$ cat src/hdl/fwtt_pkg.sv
`default_nettype none
// ----------------------------------------------------------------------------
// fwtt_pkg
// Shared types and codes of the four-way transposition table.
// ----------------------------------------------------------------------------
package fwtt_pkg;

  localparam int NUM_WAYS  = 4;
  localparam int WAY_BITS  = 2;
  localparam int IDX_W     = 16;
  localparam int CFG_IDX_W = 8;
  localparam int CFG_W     = 15;

  // Register indexes of the configuration port
  localparam logic [CFG_IDX_W-1:0] CFG_INFINITY = 8'd0;
  localparam logic [CFG_IDX_W-1:0] CFG_WINDOW   = 8'd1;

  localparam logic [CFG_W-1:0] INFINITY_RST = 15'd30000;
  localparam logic [CFG_W-1:0] WINDOW_RST   = 15'd1000;

  localparam logic REQ_PROBE = 1'b0;
  localparam logic REQ_STORE = 1'b1;

  // One way of a bucket
  typedef struct packed {
    logic [31:0]        sig;
    logic [7:0]         depth;
    logic signed [15:0] score;
    logic               alpha_flag;
    logic               beta_flag;
    logic [63:0]        move;
  } way_t;

  // Laid out as {tuser, tdata}: bucket_index sits in the lowest tdata bits
  typedef struct packed {
    logic               req_type;
    logic [63:0]        new_best_move;
    logic signed [15:0] new_score;
    logic signed [15:0] beta;
    logic signed [15:0] alpha;
    logic [7:0]         search_depth;
    logic [7:0]         ply;
    logic [31:0]        signature;
    logic [IDX_W-1:0]   bucket_index;
  } req_t;

  // Controller to datapath
  typedef struct packed {
    logic clr_en;
    logic accept;
    logic match_en;
    logic finish_en;
  } ctl_cmd_t;

  // Datapath to controller
  typedef struct packed {
    logic clr_last;
    logic out_free;
  } ctl_sts_t;

endpackage
`default_nettype wire

$ cat src/hdl/fwtt_ctrl.sv
`default_nettype none
// ----------------------------------------------------------------------------
// fwtt_ctrl
// Sequencer: clearing sweep, accept, bucket match, update and result load.
// ----------------------------------------------------------------------------
module fwtt_ctrl import fwtt_pkg::*; (
  input  wire logic     clk,
  input  wire logic     rst,
  input  wire logic     s_tvalid,
  output logic          s_tready,
  input  wire logic     cfg_valid,
  input  wire ctl_sts_t sts,
  output ctl_cmd_t      cmd
);

  typedef enum logic [1:0] {ST_CLEAR, ST_IDLE, ST_MATCH, ST_FINISH} state_t;

  state_t state;

  // Hold off items while a register write lands
  assign s_tready = (state == ST_IDLE) && !cfg_valid;

  always_comb begin
    cmd           = '0;
    cmd.clr_en    = (state == ST_CLEAR);
    cmd.accept    = s_tvalid && s_tready;
    cmd.match_en  = (state == ST_MATCH);
    cmd.finish_en = (state == ST_FINISH) && sts.out_free;
  end

  always_ff @(posedge clk) begin
    if (rst) begin
      state <= ST_CLEAR;
    end else begin
      unique case (state)
        ST_CLEAR:  if (sts.clr_last) state <= ST_IDLE;
        ST_IDLE:   if (cmd.accept) state <= ST_MATCH;
        ST_MATCH:  state <= ST_FINISH;
        ST_FINISH: if (sts.out_free) state <= ST_IDLE;
        default:   state <= ST_CLEAR;
      endcase
    end
  end

  a_finish_needs_room: assert property (@(posedge clk) disable iff (rst)
    cmd.finish_en |-> sts.out_free)
    else $error("update issued while result register is full");

  a_finish_after_match: assert property (@(posedge clk) disable iff (rst)
    (state == ST_FINISH) |-> ($past(state) == ST_MATCH || $past(state) == ST_FINISH))
    else $error("update stage entered without a match stage");

endmodule
`default_nettype wire

$ cat config.mk
export PLATFORM = sky130hd
export DESIGN_NAME = fwtt_ctrl
export DESIGN_NICKNAME = d
export VERILOG_FILES = /design/src/hdl/fwtt_pkg.sv /design/src/hdl/fwtt_ctrl.sv
export SDC_FILE = /design/constraint.sdc
export NUM_CORES = 1
export LEC_CHECK = 0
export BUFFER_PORTS_ARGS = -buffer_cell sky130_fd_sc_hd__buf_2
export CAP_MARGIN = 20
export CORE_AREA = 2 2 39 41
export CTS_CLUSTER_DIAMETER = 150
export DETAILED_ROUTE_END_ITERATION = 8
export DIE_AREA = 0 0 41 43
export PLACE_DENSITY_LB_ADDON = 0.3
export SLEW_MARGIN = 20
export SYNTH_ARGS = -nofsm -noshare
export SYNTH_HDL_FRONTEND = slang
export SYNTH_SLANG_ARGS = --single-unit
$ cat constraint.sdc
create_clock -name clk -period 1.39 [get_ports clk]
set_input_delay 0.278 -clock clk [delete_from_list [all_inputs] [get_ports clk]]
set_output_delay 0.278 -clock clk [all_outputs]
set_load 0.02 [all_outputs]
==> impl_metrics.csv, run 1 <==
group,metric,value,unit
sta,setup-violations-final,0,
global_route,grt_usage,4.91,%
critical_path,reg2reg_slack,0.09,ns
finish,diodes,0,
place,dp_cells,50,
finish,final_util,24.4,%
critical_path,cp.arrival,1.05,ns
route,wl_per_cell,7.44,microns
worst_hold_path,hold_path.class,"input port to flip-flop",
global_route,grt_max_degree,4,
global_route,grt_pass1_vias,201,
floorplanning,die-area,1760,sq um
outcome,status,"complete, no violations",
place,placed_cell_area,283,sq um
clock_tree,clk_latency,0.22,ns
finish,finalInstanceArea,338,sq um
route,dr_total_vias,194,
sta,tightest_slew,0.257,ns
critical_path,cp_cell_sequence,"buf_6 > ha_4 > inv_2 > nor2_1 > buf_4",
floorplanning,die_h,43,microns
pwr,p_leak,0.174,nW
sta,finClkSkew,0.00108,ns
sta,fmax,751,MHz
critical_path,critPathLaunchType,"flip-flop",
route,first_iter_violations,0,
place,globalplace.congestion,0.571,
critical_path,slowest_delay,0.34,ns
floorplanning,fp.dieW,41,microns
route,routed_wl,402,microns
synthesis,syn_inst,22,
clock_tree,cts_made_buffers,3,
clock_tree,cts.sinks,2,
finish,largest_register_ffs,2,
finish,regMostFlops,"state",
sta,post-route-min-period,1.33,ns
finish,nets,50,
synthesis,ys_types,14,
global_route,grt_pass1_wl,607,microns
finish,fillers,158,
clock_tree,cts_tree,"done",
floorplanning,core,1380,sq um
place,dp_hpwl,332,microns
sta,hold_viol,0,
clock_tree,h-tree-depth,1,
floorplanning,fp-row-count,14,
global_route,antenna_found_initial,0,
finish,layout.cells.non_filler,54,
place,io_buffers,10,
clock_tree,clkTransAtPathRegs,0.03,ns
sta,tns,0,ns
pwr,power_density,1550,nW/um^2
synthesis,ys_warn_count,0,
finish,drive_gt1_share,60.5,%
sta,slew-limit-headroom,82.8,%
synthesis,ys_ff_latch,2,
synthesis,synth.avg_cell_area,8.99,sq um
sta,grt_setup_unrepaired,"false",
finish,syn2layout_area_growth,70.9,%
flow_run,max-cap-violations,0,
critical_path,path_max_fanout,3,
clock_tree,clock_path_buffers,2,
global_route,gr-total-overflow,0,
pwr,ir_worst_vdd,0.311,mV
floorplanning,io_pins,11,
critical_path,path_class,"flip-flop to output port",
sta,timing.final.crit_share,95.8,%
route,ant_nets,0,
route,vias_per_cell,3.59,
synthesis,syn_nets,32,
critical_path,required,1.11,ns
critical_path,crit_path_end_kind,"output port",
finish,final_cell_mix,"buf_2 (8), buf_4 (4), ha_1 (3), clkbuf_4 (3)",
finish,reg_top3,"state (2)",
finish,layout_commonest_cell,"buf_2",
route,drcViolationCount,0,
clock_tree,hold_buffers,0,
clock_tree,cts-root-buf,"clkbuf_4",
synthesis,seq_area_frac_synth,20.3,%
synthesis,syn_area,198,sq um
floorplanning,initial_core_util,14.3,%
route,drt_first_pass_iters,1,
sta,slew_violations,0,
critical_path,slowest_stage,"dfxtp_2",
[cells by family (layout without fill, tap and decap cells)]
| kind of cell | after synthesis | after routing | share of synthesized area, % |
|---|---|---|---|
| flip-flops | 2 | 2 | 20.3 |
| AND/OR/NAND/NOR | 9 | 9 | 33.5 |
| adder cells (fa/ha/maj) | 4 | 4 | 25.3 |
| buffers and inverters | 3 | 19 | 5.70 |
| multiplexers | 1 | 1 | 5.06 |
| AO/OA/AOI/OAI | 3 | 3 | 10.1 |
[cell type report]
type | count | area (sq um) | area share, %
clock buffer | 3 | 22.5 | 6.67
inverter | 3 | 11.3 | 3.33
tap | 16 | 20.0 | 5.93
timing repair buffer | 13 | 81.3 | 24.1
multi-input combinational | 17 | 161 | 47.8
sequential | 2 | 41.3 | 12.2
[worst max-delay path: cells and delay by family, from the launching register on]
| family | cells | cell delay, ns |
|---|---|---|
| adders and majority gates | 1 | 0.13 |
| and+or+nand+nor | 1 | 0.08 |
| buffers and inverters | 3 | 0.28 |
| DFF | 1 | 0.34 |
[cell usage after synthesis (all sizes together)]
| cell | number | area share [%] |
|---|---|---|
| ha | 4 | 25 |
| inv | 3 | 5.7 |
| nand2b | 3 | 13 |
| dfxtp | 2 | 20 |
| nor2 | 2 | 3.8 |
| nor2b | 2 | 10 |
| a211oi | 1 | 3.8 |
| a21oi | 1 | 2.5 |
| and2 | 1 | 3.2 |
| mux2i | 1 | 5.1 |
| o31ai | 1 | 3.8 |
| or3 | 1 | 3.2 |
[per-stage QoR]
stage | hold slack, ns | power (W) | setup slack, ns
6_report | 0.236 | 0.000523 | 0.0587
3_3_place_gp | 0.482 | 0.000358 | 0.0359
3_5_place_dp | 0.474 | 0.000353 | 0.0579
2_1_floorplan | 0.347 | 0.000273 | 0.0231
5_1_grt | 0.237 | 0.000566 | 0.00268
4_1_cts | 0.236 | 0.000505 | 0.00184
[what timing repair did]
| item | 4_1_cts | 5_1_grt |
|---|---|---|
| resized for setup | 4 | 5 |
| setup buffers | 0 | 1 |
| pin swaps | 1 | 2 |
| endpoints found under the setup margin | 2 | 4 |
[report_power, final]
group	switching [W]	internal [W]	total, W
combinational	0.000149	0.000152	0.000302
clock	0.0000292	0.0000949	0.000124
sequential	0.0000175	0.0000794	0.0000969
total	0.000196	0.000327	0.000523
[final timing paths]
check,from,endpoint,depth (start not counted)
setup / recovery,state[0],cmd[2],5
hold / removal,rst,state[0],2
setup reg to reg,state[1],state[0],5
hold reg to reg,state[1],state[1],3
[layer usage]
layer | global-route usage (%) | vias up | part of all wire [%]
met2 | 9.38 | 4 | 56
li1 | - | 105 | -
met3 | 0 | 0 | 6.0
met5 | 0 | - | 0
met4 | 4.00 | 0 | 0
met1 | 4.15 | 85 | 38
Power figures use the tool's default switching activity.
==> run 2: changes to the inputs <==
Settings changed: ABC_AREA from default to 1.
==> run 2 against run 1 <==
Non-clock buffer count fell by 3. Largest power group unchanged. Combinational power rose by 2%. Critical endpoint is now s_tready. Sequential power rose by 16%. Clock skew rose by 0.00089 ns. Register-to-register slack improved by 0.18 ns.
==> impl_metrics.csv, run 2 <==
group,metric,value,unit
synthesis,async_reset_ff_share,0,%
sta,setup-violations-final,0,
finish,diodes,0,
pwr,p_total,0.000546,W
sta,timing.final.crit_share,94.6,%
critical_path,crit_path_end_kind,"output port",
pwr,power_density,1650,nW/um^2
sta,tightest_slew,0.146,ns
route,drt_first_pass_iters,1,
clock_tree,clk_latency,0.22,ns
finish,layout.cells.non_filler,61,
clock_tree,h-tree-depth,1,
synthesis,synthTopCellsByCount,"inv_1 (11), ha_1 (4), nand2_1 (4)",
floorplanning,die-area,1760,sq um
route,ant_nets,0,
route,vias_per_cell,3.48,
global_route,grt_pass1_vias,188,
sta,post-route-min-period,1.31,ns
route,dr_total_vias,212,
place,post-place-ws,0.161,ns
floorplanning,core,1380,sq um
critical_path,required,1.11,ns
global_route,grt_max_degree,5,
place,io_buffers,10,
pwr,p_leak,0.203,nW
synthesis,synthTopCellsByArea,"ha_1 (24%), inv_1 (19%), dfxtp_1 (19%)",
outcome,status,"complete, no violations",
global_route,grt_usage,5.41,%
route,wl_per_cell,6.59,microns
floorplanning,fp-row-count,14,
clock_tree,hold_buffers,0,
finish,reg_top3,"state (2)",
clock_tree,clock_path_buffers,2,
clock_tree,clkTransAtPathRegs,0.03,ns
synthesis,synth-main-ff-cell,"dfxtp_1",
clock_tree,cts_tree,"done",
critical_path,cp_cell_sequence,"inv_2 > ha_4 > inv_1 > nor2_1 > buf_4",
critical_path,slowest_delay,0.34,ns
sta,slew-limit-headroom,90.3,%
pwr,ir_worst_vdd,0.384,mV
sta,finClkSkew,0.00196,ns
finish,multi_input_comb_area,144,sq um
finish,fillers,169,
sta,hold_viol,0,
global_route,antenna_found_initial,0,
worst_hold_path,hold_path.class,"input port to flip-flop",
sta,layout_setup_ws,0.0757,ns
sta,grt_setup_unrepaired,"true",
floorplanning,io_pins,11,
finish,final-seq-area,42.5,sq um
synthesis,synth_top_area_share,23.5,%
sta,hold_ws,0.220,ns
clock_tree,cts_setup_buffers,0,
clock_tree,cts-root-buf,"clkbuf_4",
place,dp_cells,58,
critical_path,critPathLaunchType,"flip-flop",
place,dp_hpwl,336,microns
synthesis,synth.most_common_cell,"inv_1",
critical_path,path_max_fanout,4,
flow_run,max-cap-violations,0,
sta,fmax,761,MHz
synthesis,seq_area_frac_synth,18.8,%
synthesis,syn_inst,32,
clock_tree,cts.sinks,2,
floorplanning,fp.dieW,41,microns
synthesis,syn_area,213,sq um
finish,final_util,23.9,%
global_route,gr-total-overflow,0,
finish,regMostFlops,"state",
synthesis,ys_ff_latch,2,
finish,syn2layout_area_growth,55.3,%
critical_path,cp.arrival,1.04,ns
critical_path,slowest_stage,"dfxtp_2",
finish,drive_gt1_share,51.1,%
place,globalplace.congestion,0.607,
sta,slew_violations,0,
synthesis,ys_warn_count,0,
finish,largest_register_ffs,2,
finish,nets,57,
clock_tree,cts_made_buffers,3,
synthesis,synth.avg_cell_area,6.65,sq um
finish,final_cell_mix,"inv_1 (10), buf_2 (8), nand2_1 (4)",
synthesis,synth_edf_count,0,
route,drcViolationCount,0,
floorplanning,die_h,43,microns
synthesis,ys_types,12,
synthesis,synth_area_leader_cell,"ha_1",
synthesis,syn_nets,42,
finish,layout_commonest_cell,"inv_1",
floorplanning,initial_core_util,15.4,%
critical_path,path_class,"flip-flop to output port",
route,routed_wl,402,microns
route,first_iter_violations,0,
global_route,grt_pass1_wl,600,microns
==> run 2: cell count changes in the layout (fill, tap and decap cells not counted), moves of 2 or more <==
cell and delta:
nand3_2 +2, nand2_1 +4, buf_4 -2, nand2_2 +2, nand2b_1 -2, inv_1 +9
==> run 2: metrics by stage <==
| stage | setup TNS, ns | instance area [sq um] |
|---|---|---|
| after floorplan | 0 | 213 |
| after global placement | 0 | 283 |
| after CTS | 0 | 325 |
| after detailed placement | 0 | 283 |
| after global routing | -0.00558 | 330 |
| final | 0 | 330 |
==> run 2: cells by family (layout without fill, tap and decap cells) <==
kind of cell,Yosys count,in the layout,share of synthesized area [%]
buffers and inverters,12,25,21.8
adders and majority gates,4,4,23.5
AOI/OAI and AO/OA,4,4,12.4
DFF,2,2,18.8
and+or+nand+nor,10,10,23.5
==> run 2: layout make-up <==
cell class / instances / area share [%]
flip-flops and latches: 2 / 12.9
multi-input cells: 18 / 43.6
well taps: 16 / 6.06
clock buffers: 3 / 6.82
inverters: 12 / 14.0
repair buffers: 10 / 16.7
==> run 2: repair_timing <==
item	CTS	global route
pin swaps	0	0
gates resized for setup	6	2
endpoints found under the setup margin	2	3
==> run 2: path summary, 6_finish.rpt <==
path | end | start | cells past startpoint | slack [ns]
setup / recovery | s_tready | state[1] | 5 | 0.08
hold / removal | state[0] | rst | 2 | 0.22
setup reg to reg | state[0] | state[0] | 6 | 0.27
hold reg to reg | state[1] | state[1] | 2 | 0.52
==> run 2: layer usage <==
layer / track usage [%] / vias up / wire (microns)
met2: 7.81 / 5 / 213
met4: 6.00 / 0 / 0
met3: 1.57 / 0 / 25
li1: - / 118 / -
met1: 5.43 / 89 / 163
met5: 0 / - / 0
==> run 2: power breakdown <==
group	total, W	switching, W	internal, W
sequential	0.000112	0.0000268	0.0000853
combinational	0.000307	0.000181	0.000126
clock	0.000126	0.0000314	0.0000951
==> run 2: worst max-delay path, delay by kind of cell (launching register included) <==
family        cells  cell delay [ns]
fa+ha+maj         1             0.16
buf+inv           3             0.28
flops             1             0.34
simple gates      1             0.04
==> run 3: changes to the inputs <==
Settings changed: PLACE_DENSITY_LB_ADDON 0.3 to 0.25.
==> run 3 against run 2 <==
Power is 0.14% lower. Highest routed layer unchanged. Worst hold slack better by 0.012 ns. Worst setup slack got worse by 0.0069 ns. Sequential share of layout area unchanged.
==> impl_metrics.csv, run 3 (synthesis results as in run 2) <==
group,metric,value,unit
outcome,status,"complete, no violations",
clock_tree,cts_tree,"done",
route,dr_total_vias,206,
route,drt_first_pass_iters,1,
pwr,p_leak,0.203,nW
sta,grt_setup_unrepaired,"true",
floorplanning,initial_core_util,15.4,%
critical_path,cp.arrival,1.04,ns
finish,syn2layout_area_growth,55.3,%
global_route,antenna_found_initial,0,
clock_tree,clock_path_buffers,2,
sta,setup-violations-final,0,
global_route,gr-total-overflow,0,
clock_tree,cts_setup_buffers,0,
critical_path,required,1.11,ns
clock_tree,cts-root-buf,"clkbuf_4",
global_route,grt_usage,5.81,%
finish,finalInstanceArea,330,sq um
global_route,grt_pass1_wl,621,microns
floorplanning,core,1380,sq um
sta,finClkSkew,0.00338,ns
floorplanning,io_pins,11,
critical_path,path_class,"flip-flop to output port",
finish,layout_commonest_cell,"inv_1",
finish,reg_top3,"state (2)",
pwr,p_total,0.000545,W
place,globalplace.congestion,0.619,
worst_hold_path,hp-start,"rst",
critical_path,startpoint,"state[1]",
route,routed_wl,410,microns
finish,final_cell_mix,"inv_1 (10), buf_2 (9), nand2_1 (4)",
finish,regMostFlops,"state",
finish,layout.cells.non_filler,61,
clock_tree,cts_made_buffers,3,
sta,slew_violations,0,
critical_path,crit_path_end_kind,"output port",
route,drcViolationCount,0,
clock_tree,hold_buffers,0,
critical_path,critPathLaunchType,"flip-flop",
pwr,power_density,1650,nW/um^2
sta,slew-limit-headroom,90.7,%
sta,tightest_slew,0.140,ns
sta,hold_viol,0,
sta,tns,0,ns
clock_tree,cts.sinks,2,
place,dp_hpwl,332,microns
place,placed_cell_area,283,sq um
floorplanning,fp-row-count,14,
finish,drive_gt1_share,53.3,%
finish,largest_register_ffs,2,
floorplanning,die-area,1760,sq um
global_route,grt_pass1_vias,185,
global_route,grt_max_degree,5,
floorplanning,fp.dieW,41,microns
clock_tree,clk_latency,0.22,ns
place,dp_cells,58,
finish,nets,57,
critical_path,reg2reg_from,"state[0]",
route,first_iter_violations,0,
critical_path,path_max_fanout,4,
clock_tree,h-tree-depth,1,
sta,fmax,757,MHz
route,vias_per_cell,3.38,
flow_run,max-cap-violations,0,
place,io_buffers,10,
sta,timing.final.crit_share,95.1,%
route,ant_nets,0,
worst_hold_path,hold_path.class,"input port to flip-flop",
sta,post-route-min-period,1.32,ns
clock_tree,clkTransAtPathRegs,0.03,ns
finish,diodes,0,
floorplanning,die_h,43,microns
pwr,ir_worst_vdd,0.452,mV
route,wl_per_cell,6.72,microns
[run 3: cell counts in the layout (fill, tap and decap cells not counted)]
No cell type changed its count.
[run 3: layout make-up]
class	instances	area (sq um)
clock buffer	3	22.5
fill	156	1050
inverter	12	46.3
multi-input combinational	18	146
sequential	2	42.5
tap	16	20.0
timing repair buffer	10	52.6
[run 3: stage by stage]
step	utilization [%]	hold slack, ns	setup WS, ns
after CTS	23.3	0.224	0.0332
after global routing	23.9	0.233	-0.00279
after global placement	20.4	0.467	0.163
after detailed placement	20.4	0.472	0.160
final	23.9	0.232	0.0688
after floorplan	-	0.347	0.206
[run 3: path summary, 6_finish.rpt]
| kind | endpoint | slack (ns) | depth (start not counted) |
|---|---|---|---|
| max reg2reg | state[0] | 0.28 | 6 |
| min | state[0] | 0.23 | 2 |
| min reg2reg | state[1] | 0.52 | 2 |
| max | s_tready | 0.07 | 5 |
[run 3: critical path: stages (launching register included)]
cell     delay (ns)
dfxtp_2        0.35
inv_2          0.06
ha_4           0.16
inv_1          0.07
nor2_2         0.04
buf_4          0.15
[run 3: metal layers]
| metal | part of all wire [%] | GRT usage (%) | vias to the layer above |
|---|---|---|---|
| met5 | 0 | 0 | - |
| met4 | 0 | 8.00 | 0 |
| li1 | - | - | 118 |
| met1 | 44 | 6.69 | 83 |
| met2 | 48 | 6.88 | 5 |
| met3 | 7.8 | 1.57 | 0 |
[run 3: what timing repair did]
| action | in CTS | in global routing |
|---|---|---|
| gates resized for setup | 6 | 2 |
| endpoints found under the setup margin | 2 | 2 |
| cloned | 0 | 0 |
[run 3: where the power goes]
group	leakage (nW)	switching [W]	total (W)	internal, W
registers	0.0172	0.0000275	0.000113	0.0000853
clock network	0.0138	0.0000312	0.000126	0.0000951
logic	0.172	0.000181	0.000306	0.000125
total	0.203	0.000240	0.000545	0.000305
